--- src/design/srrw_pkg.sv ---
// ----------------------------------------------------------------------------
// srrw_pkg: shared types and constants for the selective repeat receive window
// Result kind codes, register indexes, parameter defaults and the command and
// status bundles between controller and datapath.
// ----------------------------------------------------------------------------
package srrw_pkg;

  localparam int WINDOW_MAX_DEF  = 16;
  localparam int PAYLOAD_MAX_DEF = 128;

  localparam int SEQ_W   = 16;
  localparam int SIZE_W  = 8;
  localparam int TAG_W   = 16;
  localparam int WCFG_W  = 5;
  localparam int NEXP_W  = SEQ_W + 1;
  localparam int CFG_IDX_W  = 2;
  localparam int CFG_DATA_W = 16;

  localparam logic [WCFG_W-1:0] WINDOW_SIZE_RST = 5'd4;
  localparam logic [SEQ_W-1:0]  LAST_SEQ_RST    = 16'd0;

  localparam logic [CFG_IDX_W-1:0] REG_WINDOW_SIZE = 2'd0;
  localparam logic [CFG_IDX_W-1:0] REG_LAST_SEQ    = 2'd1;

  typedef enum logic [1:0] {
    KIND_STORED  = 2'd0,
    KIND_DUP     = 2'd1,
    KIND_REJECT  = 2'd2,
    KIND_DELIVER = 2'd3
  } kind_t;

  typedef struct packed {
    logic cap;       // capture an arriving request
    logic ack_load;  // load the acknowledge/reject result, commit a store
    logic del_load;  // load one in-order delivery, advance the base
  } cmd_t;

  typedef struct packed {
    logic out_free;  // result register empty or being drained
    logic ack_more;  // a delivery follows the acknowledge
    logic del_more;  // another delivery follows this one
  } status_t;

endpackage

--- src/design/srrw_ctrl.sv ---
// ----------------------------------------------------------------------------
// srrw_ctrl: sequencing controller
// Steps each request through capture, classification and the release run.
// ----------------------------------------------------------------------------
module srrw_ctrl (
  input  logic             clk,
  input  logic             rst,
  input  logic             pkt_valid,
  output logic             pkt_ready,
  input  srrw_pkg::status_t sts,
  output srrw_pkg::cmd_t    cmd
);
  import srrw_pkg::*;

  typedef enum logic [2:0] {
    S_IDLE    = 3'b001,
    S_CLASS   = 3'b010,
    S_DELIVER = 3'b100
  } state_t;

  state_t state, state_next;

  always_ff @(posedge clk) begin
    if (rst) begin
      state <= S_IDLE;
    end else begin
      state <= state_next;
    end
  end

  assign pkt_ready = (state == S_IDLE);

  always_comb begin
    state_next   = state;
    cmd.cap      = 1'b0;
    cmd.ack_load = 1'b0;
    cmd.del_load = 1'b0;
    unique case (state)
      S_IDLE: begin
        if (pkt_valid) begin
          cmd.cap    = 1'b1;
          state_next = S_CLASS;
        end
      end
      S_CLASS: begin
        // hold until the result register can take the acknowledge
        if (sts.out_free) begin
          cmd.ack_load = 1'b1;
          state_next   = sts.ack_more ? S_DELIVER : S_IDLE;
        end
      end
      S_DELIVER: begin
        if (sts.out_free) begin
          cmd.del_load = 1'b1;
          state_next   = sts.del_more ? S_DELIVER : S_IDLE;
        end
      end
      default: state_next = S_IDLE;
    endcase
  end

endmodule

--- src/design/srrw_datapath.sv ---
// ----------------------------------------------------------------------------
// srrw_datapath: window state, slot store and result register
// Classifies the captured request, stores it by slot, and releases stored
// packets from the base through a registered slot memory read.
// ----------------------------------------------------------------------------
module srrw_datapath #(
  parameter int WINDOW_MAX  = srrw_pkg::WINDOW_MAX_DEF,
  parameter int PAYLOAD_MAX = srrw_pkg::PAYLOAD_MAX_DEF
) (
  input  logic                              clk,
  input  logic                              rst,
  input  logic                              cfg_we,
  input  logic [srrw_pkg::CFG_IDX_W-1:0]    cfg_index,
  input  logic [srrw_pkg::CFG_DATA_W-1:0]   cfg_data,
  input  logic [srrw_pkg::SEQ_W-1:0]        seq_num,
  input  logic [srrw_pkg::SIZE_W-1:0]       payload_size,
  input  logic [srrw_pkg::TAG_W-1:0]        payload_tag,
  input  logic                              res_ready,
  output logic                              res_valid,
  output logic [1:0]                        kind,
  output logic [srrw_pkg::SEQ_W-1:0]        seq_out,
  output logic [srrw_pkg::SIZE_W-1:0]       size_out,
  output logic [srrw_pkg::TAG_W-1:0]        tag_out,
  output logic                              all_done,
  output logic                              last,
  input  srrw_pkg::cmd_t                    cmd,
  output srrw_pkg::status_t                 sts
);
  import srrw_pkg::*;

  localparam int SW    = $clog2(WINDOW_MAX);
  localparam int ENT_W = SIZE_W + TAG_W;
  localparam logic [SW:0]       WMAX_S   = (SW + 1)'(WINDOW_MAX);
  localparam logic [SW-1:0]     SLOT_TOP = SW'(WINDOW_MAX - 1);
  localparam logic [NEXP_W:0]   WMAX_W   = (NEXP_W + 1)'(WINDOW_MAX);
  localparam logic [SIZE_W-1:0] PMAX_S   = SIZE_W'(PAYLOAD_MAX);

  // configuration registers
  logic [WCFG_W-1:0] window_size;
  logic [SEQ_W-1:0]  last_seq;

  always_ff @(posedge clk) begin
    if (rst) begin
      window_size <= WINDOW_SIZE_RST;
      last_seq    <= LAST_SEQ_RST;
    end else if (cfg_we) begin
      if (cfg_index == REG_WINDOW_SIZE) begin
        window_size <= cfg_data[WCFG_W-1:0];
      end else if (cfg_index == REG_LAST_SEQ) begin
        last_seq <= cfg_data[SEQ_W-1:0];
      end
    end
  end

  // captured request, size saturated on the way in
  logic [SEQ_W-1:0]  seq_q;
  logic [SIZE_W-1:0] size_q;
  logic [TAG_W-1:0]  tag_q;
  logic              size_over;

  assign size_over = 32'(payload_size) > 32'(PAYLOAD_MAX);

  always_ff @(posedge clk) begin
    if (cmd.cap) begin
      seq_q  <= seq_num;
      size_q <= size_over ? PMAX_S : payload_size;
      tag_q  <= payload_tag;
    end
  end

  // window base
  logic [NEXP_W-1:0] ne, ne_inc;
  logic [SW-1:0]     ne_slot, ne_slot_inc;
  logic [WINDOW_MAX-1:0] slot_valid;

  assign ne_inc      = ne + NEXP_W'(1);
  assign ne_slot_inc = (ne_slot == SLOT_TOP) ? '0 : ne_slot + SW'(1);

  // classification
  logic [NEXP_W-1:0] seq_x, last_x, diff;
  logic [NEXP_W:0]   weff, top;
  logic [SW:0]       wsum;
  logic [SW-1:0]     wslot;
  kind_t             ack_kind;
  logic              store;

  assign seq_x  = {1'b0, seq_q};
  assign last_x = {1'b0, last_seq};
  assign diff   = seq_x - ne;
  assign wsum   = {1'b0, ne_slot} + {1'b0, diff[SW-1:0]};
  // offset from base stays below the slot count, so one subtract wraps it
  assign wslot  = (wsum >= WMAX_S) ? SW'(wsum - WMAX_S) : wsum[SW-1:0];

  always_comb begin
    if (window_size == '0) begin
      weff = (NEXP_W + 1)'(1);
    end else if ((NEXP_W + 1)'(window_size) > WMAX_W) begin
      weff = WMAX_W;
    end else begin
      weff = (NEXP_W + 1)'(window_size);
    end
  end

  assign top = {1'b0, ne} + weff;

  always_comb begin
    priority if (seq_q > last_seq) begin
      ack_kind = KIND_REJECT;
    end else if (seq_x < ne) begin
      ack_kind = KIND_DUP;
    end else if ({1'b0, seq_x} >= top) begin
      ack_kind = KIND_REJECT;
    end else if (slot_valid[wslot]) begin
      ack_kind = KIND_DUP;
    end else begin
      ack_kind = KIND_STORED;
    end
  end

  assign store = (ack_kind == KIND_STORED);

  assign sts.out_free = !res_valid || res_ready;
  assign sts.ack_more = (ne <= last_x) &&
                        (slot_valid[ne_slot] || (store && (wslot == ne_slot)));
  assign sts.del_more = (ne_inc <= last_x) && slot_valid[ne_slot_inc];

  always_ff @(posedge clk) begin
    if (rst) begin
      ne         <= '0;
      ne_slot    <= '0;
      slot_valid <= '0;
    end else begin
      if (cmd.ack_load && store) begin
        slot_valid[wslot] <= 1'b1;
      end
      if (cmd.del_load) begin
        slot_valid[ne_slot] <= 1'b0;
        ne                  <= ne_inc;
        ne_slot             <= ne_slot_inc;
      end
    end
  end

  // slot memory: one write port, one registered read at the base slot
  logic [ENT_W-1:0] slot_mem [WINDOW_MAX];
  logic [ENT_W-1:0] rd_data, del_data;
  logic [SW-1:0]    rd_addr;
  logic             byp;

  assign rd_addr = cmd.del_load ? ne_slot_inc : ne_slot;

  always_ff @(posedge clk) begin
    if (cmd.ack_load && store) begin
      slot_mem[wslot] <= {size_q, tag_q};
    end
    rd_data <= slot_mem[rd_addr];
  end

  // a store to the base slot is not yet visible to the read in that cycle
  always_ff @(posedge clk) begin
    if (rst) begin
      byp <= 1'b0;
    end else if (cmd.ack_load) begin
      byp <= store && (wslot == ne_slot);
    end else if (cmd.del_load) begin
      byp <= 1'b0;
    end
  end

  assign del_data = byp ? {size_q, tag_q} : rd_data;

  // result register
  always_ff @(posedge clk) begin
    if (rst) begin
      res_valid <= 1'b0;
    end else if (cmd.ack_load || cmd.del_load) begin
      res_valid <= 1'b1;
    end else if (res_ready) begin
      res_valid <= 1'b0;
    end
  end

  always_ff @(posedge clk) begin
    if (cmd.ack_load) begin
      kind     <= ack_kind;
      seq_out  <= seq_q;
      size_out <= '0;
      tag_out  <= '0;
      all_done <= ne > last_x;
      last     <= !sts.ack_more;
    end else if (cmd.del_load) begin
      kind     <= KIND_DELIVER;
      seq_out  <= ne[SEQ_W-1:0];
      size_out <= del_data[ENT_W-1:TAG_W];
      tag_out  <= del_data[TAG_W-1:0];
      all_done <= ne_inc > last_x;
      last     <= !sts.del_more;
    end
  end

endmodule

--- src/design/selective_repeat_receive_window.sv ---
// ----------------------------------------------------------------------------
// selective_repeat_receive_window: receive side of a selective repeat link
// Acknowledges, stores or rejects packet descriptors and releases the
// consecutive stored run from the window base in order.
// ----------------------------------------------------------------------------
//   channel | handshake             | payload
//   pkt     | pkt_valid/pkt_ready   | seq_num, payload_size, payload_tag
//   res     | res_valid/res_ready   | kind, seq_out, size_out, tag_out,
//           |                       | all_done, last
//   cfg     | cfg_we                | cfg_index, cfg_data
//
// A request passes through capture and classification; the release walk then
// loads one packet at a time, set by the one-read slot memory and the single
// result register. Reset is synchronous and clears the base and the slot
// valid bits; slot contents need no clearing. A stalled result register holds
// the controller; the next request is taken once the last result is loaded.
// ----------------------------------------------------------------------------
module selective_repeat_receive_window #(
  parameter int WINDOW_MAX  = srrw_pkg::WINDOW_MAX_DEF,
  parameter int PAYLOAD_MAX = srrw_pkg::PAYLOAD_MAX_DEF
) (
  input  logic                              clk,
  input  logic                              rst,
  input  logic                              cfg_we,
  input  logic [srrw_pkg::CFG_IDX_W-1:0]    cfg_index,
  input  logic [srrw_pkg::CFG_DATA_W-1:0]   cfg_data,
  input  logic                              pkt_valid,
  output logic                              pkt_ready,
  input  logic [srrw_pkg::SEQ_W-1:0]        seq_num,
  input  logic [srrw_pkg::SIZE_W-1:0]       payload_size,
  input  logic [srrw_pkg::TAG_W-1:0]        payload_tag,
  output logic                              res_valid,
  input  logic                              res_ready,
  output logic [1:0]                        kind,
  output logic [srrw_pkg::SEQ_W-1:0]        seq_out,
  output logic [srrw_pkg::SIZE_W-1:0]       size_out,
  output logic [srrw_pkg::TAG_W-1:0]        tag_out,
  output logic                              all_done,
  output logic                              last
);
  import srrw_pkg::*;

  cmd_t    cmd;
  status_t sts;

  srrw_ctrl u_ctrl (
    .clk       (clk),
    .rst       (rst),
    .pkt_valid (pkt_valid),
    .pkt_ready (pkt_ready),
    .sts       (sts),
    .cmd       (cmd)
  );

  srrw_datapath #(
    .WINDOW_MAX  (WINDOW_MAX),
    .PAYLOAD_MAX (PAYLOAD_MAX)
  ) u_datapath (
    .clk          (clk),
    .rst          (rst),
    .cfg_we       (cfg_we),
    .cfg_index    (cfg_index),
    .cfg_data     (cfg_data),
    .seq_num      (seq_num),
    .payload_size (payload_size),
    .payload_tag  (payload_tag),
    .res_ready    (res_ready),
    .res_valid    (res_valid),
    .kind         (kind),
    .seq_out      (seq_out),
    .size_out     (size_out),
    .tag_out      (tag_out),
    .all_done     (all_done),
    .last         (last),
    .cmd          (cmd),
    .sts          (sts)
  );

endmodule

--- config.mk ---
export PLATFORM = sky130hd
export DESIGN_NAME = selective_repeat_receive_window
export DESIGN_NICKNAME = d
export VERILOG_FILES = /design/src/design/srrw_pkg.sv /design/src/design/srrw_ctrl.sv /design/src/design/srrw_datapath.sv /design/src/design/selective_repeat_receive_window.sv
export SDC_FILE = /design/constraint.sdc
export NUM_CORES = 1
export LEC_CHECK = 0
export ABC_AREA = 1
export BUFFER_PORTS_ARGS = -buffer_cell sky130_fd_sc_hd__buf_2
export CAP_MARGIN = 20
export CORE_MARGIN = 4
export CORE_UTILIZATION = 40
export CTS_CLUSTER_SIZE = 30
export DETAILED_ROUTE_END_ITERATION = 7
export PLACE_DENSITY = 0.55
export SLEW_MARGIN = 20
export SYNTH_ARGS = -nofsm -noshare
export SYNTH_HDL_FRONTEND = slang
export SYNTH_HIERARCHICAL = 1
export SYNTH_SLANG_ARGS = --single-unit
--- constraint.sdc ---
create_clock -name clk -period 10.5 [get_ports clk]
set_input_delay 0.525 -clock clk [delete_from_list [all_inputs] [get_ports clk]]
set_output_delay 0.525 -clock clk [all_outputs]
set_load 0.03 [all_outputs]
==> flow_summary.toml <==
[route]
first_pass_iters = 5
antenna_left = 0
num_vias = 17300
wirelength_microns = 69300
drt_iter0_markers = 1488
routed_via_density = 5.50
drc_errors = 0
drt-wirelength-per-cell_microns = 22.0

[placement]
gp_congestion = 0.897
post-place-ws_ns = 4.96
hpwlAfterDp_microns = 43700
dp.cells = 3034
io_buffers = 108

[critical_path]
rrSetupSlack_ns = 4.93
crit_path_frequent_cell = "nand2_1"
max_stage_delay_ns = 0.79
cp_slowest_cell = "nor2_4"
worstReg2RegStart = "u_datapath/window_size[0]"
r2r-end = "u_datapath/slot_mem[15][5]"
reg2reg_depth = 25
crit_path_end_kind = "flip-flop"
crit_path_start_kind = "flip-flop"
worst-setup-path-type = "reg2reg"
crit_fanout = 24
cp.arrival_ns = 5.82
required_ns = 10.75

[finish]
final_nets = 2473
fillers = 5573
antenna_cells = 0
fin_cells = 3148
syn2layout_area_growth_pct = 14.4
multi_input_area_sq_um = 8010
regArea_sq_um = 15600
drive_gt1_share_pct = 11.0

[grt]
grt_usage_pct = 21.1
grt_overflow_total = 0
first_global_vias = 16800
grt_pass1_wl_microns = 104000
grt_max_degree = 193
antenna_found_initial = 0

[logic_synthesis]
synthFlopType = "edfxtp_1"
synth_nets = 2401
synthCells = 2242
synthesis.area_sq_um = 24400
synth_warnings = 6
syn_avg_cell_area_sq_um = 10.9
ys_seq_elements = 555
seq_area_frac_synth_pct = 63.7
async_reset_ff_share_pct = 0
synth_edf_count = 444
ys_types = 45

[floorplanning]
dieArea_sq_um = 65000
die_w_microns = 255
top_level_ports = 109
core_sq_um = 60400
rows = 90
start_util_pct = 40.4
die_y_microns = 255

[run_status]
outcome = "finished clean"

[clock_tree]
cts_tree = "yes"
cts_repair_resize_count = 0
post_cts_buffers = 0
clock-sinks = 555
clockBufferDepth = 3
cts_root_buf = "clkbuf_16"
clk_pin_slew_ns = 0.06
htreeDepth = 2
clk_latency_ns = 0.65
numCtsBuffers = 60
cts_hold_buf = 0

[job]
cap_viol_max_count = 0

[timing]
max_freq_ghz = 0.180
finalSetupViolCount = 0
finClkSkew_ns = 0.0301
timing.setup.tns_ns = 0
setup_ws_ns = 4.93
fin_crit_sh_pct = 53.0
timing.slew.headroom_pct = 31.0
finalMaxSlewViolations = 0
worst_pin_slew_ns = 1.03
timing.hold.ws_ns = 0.0614
final-hold-violation-count = 0
fin_crit_ns = 5.57
rsz0062_at_grt = "no"

[worst_hold_path]
hp-class = "in2reg"
whs_path_depth = 1
hold_start = "payload_tag[12]"
worstHoldEndpoint = "u_datapath/tag_q[12]"

[pwr]
p_leak_nw = 10.0
p_per_area_nw_per_um2 = 194
ir_drop_v = 0.000170
power_w = 0.00540
## layer usage
layer | wire length [microns] | share of wire [%] | up-vias | track usage, %
li1 | - | - | 8223 | -
met1 | 32600 | 47 | 8348 | 31.5
met2 | 30200 | 44 | 646 | 32.3
met3 | 5060 | 7.3 | 99 | 3.57
met4 | 1480 | 2.1 | 0 | 5.21
met5 | 0 | 0 | - | 0
## power by group
| part | internal, W | switching, W |
|---|---|---|
| combinational | 0.000170 | 0.000423 |
| clock | 0.00132 | 0.000888 |
| sequential | 0.00249 | 0.000114 |
| total | 0.00398 | 0.00142 |
## area by class of cell
class | instances | area share [%]
Clock inverter | 34 | 1.40
Sequential cell | 555 | 55.7
Clock buffer | 80 | 6.13
Tap cell | 782 | 3.51
Inverter | 149 | 2.03
Multi-Input combinational cell | 1423 | 28.7
Timing Repair Buffer | 125 | 2.51
## how the worst max path moves through the flow
stage / cells past startpoint / slack (ns) / start / end
6_report: 25 / 4.93 / u_datapath/window_size[0] / u_datapath/slot_mem[15][5]
3_3_place_gp: 25 / 5.04 / u_datapath/window_size[0] / u_datapath/slot_mem[11][15]
3_5_place_dp: 25 / 4.96 / u_datapath/window_size[0] / u_datapath/slot_mem[15][7]
4_1_cts: 25 / 4.95 / u_datapath/window_size[0] / u_datapath/slot_mem[15][13]
2_1_floorplan: 26 / 5.72 / u_datapath/window_size[0] / u_datapath/slot_mem[0][0]
5_1_grt: 26 / 4.40 / u_datapath/window_size[1] / u_datapath/slot_mem[15][19]
## registers in the layout, indices dropped and copies added (netlist names)
register	count
u_datapath/slot_mem	384
u_datapath/rd_data	24
u_datapath/ne	17
u_datapath/last_seq	16
u_datapath/seq_out	16
u_datapath/seq_q	16
u_datapath/slot_valid	16
u_datapath/tag_out	16
u_datapath/tag_q	16
u_datapath/size_out	8
u_datapath/size_q	8
u_datapath/window_size	5
u_datapath/ne_slot	4
u_ctrl/state	3
u_datapath/kind	2
u_datapath/all_done	1
u_datapath/byp	1
u_datapath/last	1
u_datapath/res_valid	1
## placed cells by master, fill, tap and decap left out, types with 3 or more instances in the layout
| cell type | n |
|---|---|
| o21ai_4 | 4 |
| a211oi_1 | 3 |
| o21ai_1 | 3 |
| clkinv_1 | 15 |
| buf_2 | 108 |
| ha_1 | 93 |
| nand3b_1 | 4 |
| dfxtp_1 | 111 |
| nor2_4 | 21 |
| o31ai_1 | 5 |
| edfxtp_1 | 444 |
| xor2_1 | 29 |
| nand4_1 | 20 |
| inv_2 | 5 |
| fa_1 | 3 |
| clkinv_2 | 12 |
| o221ai_1 | 66 |
| inv_1 | 138 |
| bufinv_16 | 7 |
| nand3_1 | 53 |
| o22ai_1 | 34 |
| a21o_1 | 4 |
| nand2_1 | 275 |
| nor4_1 | 5 |
| a21oi_1 | 100 |
| o21ai_0 | 313 |
| buf_4 | 15 |
| clkbuf_1 | 11 |
| o211ai_1 | 60 |
| nor2_2 | 3 |
| nor2_1 | 297 |
| clkbuf_16 | 64 |
| nor3_1 | 10 |
| clkbuf_8 | 5 |
## worst max-delay path, delay by kind of cell (launching register included)
family	cells	cell delay [ns]
AO/OA/AOI/OAI	4	0.95
adder cells (fa/ha/maj)	2	0.57
buffers and inverters	2	0.14
flip-flops	1	0.32
XOR/XNOR	1	0.15
AND/OR/NAND/NOR	16	3.02
## synth_stat cells, drive strengths merged (3+ instances only)
master / count / area (sq um)
ha: 93 / 1160
nor4: 5 / 31.3
dfxtp: 111 / 2220
nand3: 55 / 285
o22ai: 34 / 213
fa: 3 / 60.1
edfxtp: 444 / 13300
buf: 14 / 85.1
o31ai: 5 / 37.5
a21oi: 100 / 500
o21ai: 320 / 1610
nor3: 11 / 60.1
nand2: 277 / 1040
nand3b: 4 / 30.0
o221ai: 66 / 578
o211ai: 60 / 450
xor2: 29 / 254
inv: 145 / 544
a21o: 4 / 30.0
clkbuf: 101 / 379
nand4: 21 / 138
clkinv: 4 / 15.0
xnor2: 3 / 33.8
a211oi: 3 / 22.5
nor2: 321 / 1230
## through the flow
stage | utilization (%) | cell area, sq um
global placement | 42.7 | 25800
CTS | 46.2 | 27900
finish | 46.2 | 27900
detailed placement | 42.8 | 25800
floorplan | - | 24400
global route | 46.2 | 27900
## logic make-up (layout without fill, tap and decap cells)
| group | Yosys count | after routing | synth area share, % |
|---|---|---|---|
| compound gates | 598 | 598 | 14.3 |
| flops | 555 | 555 | 63.7 |
| fa+ha+maj | 96 | 96 | 5.01 |
| buf+inv | 264 | 388 | 4.19 |
| simple gates | 697 | 697 | 11.6 |
| xor+xnor | 32 | 32 | 1.18 |
(Power assumes the default switching activity.)
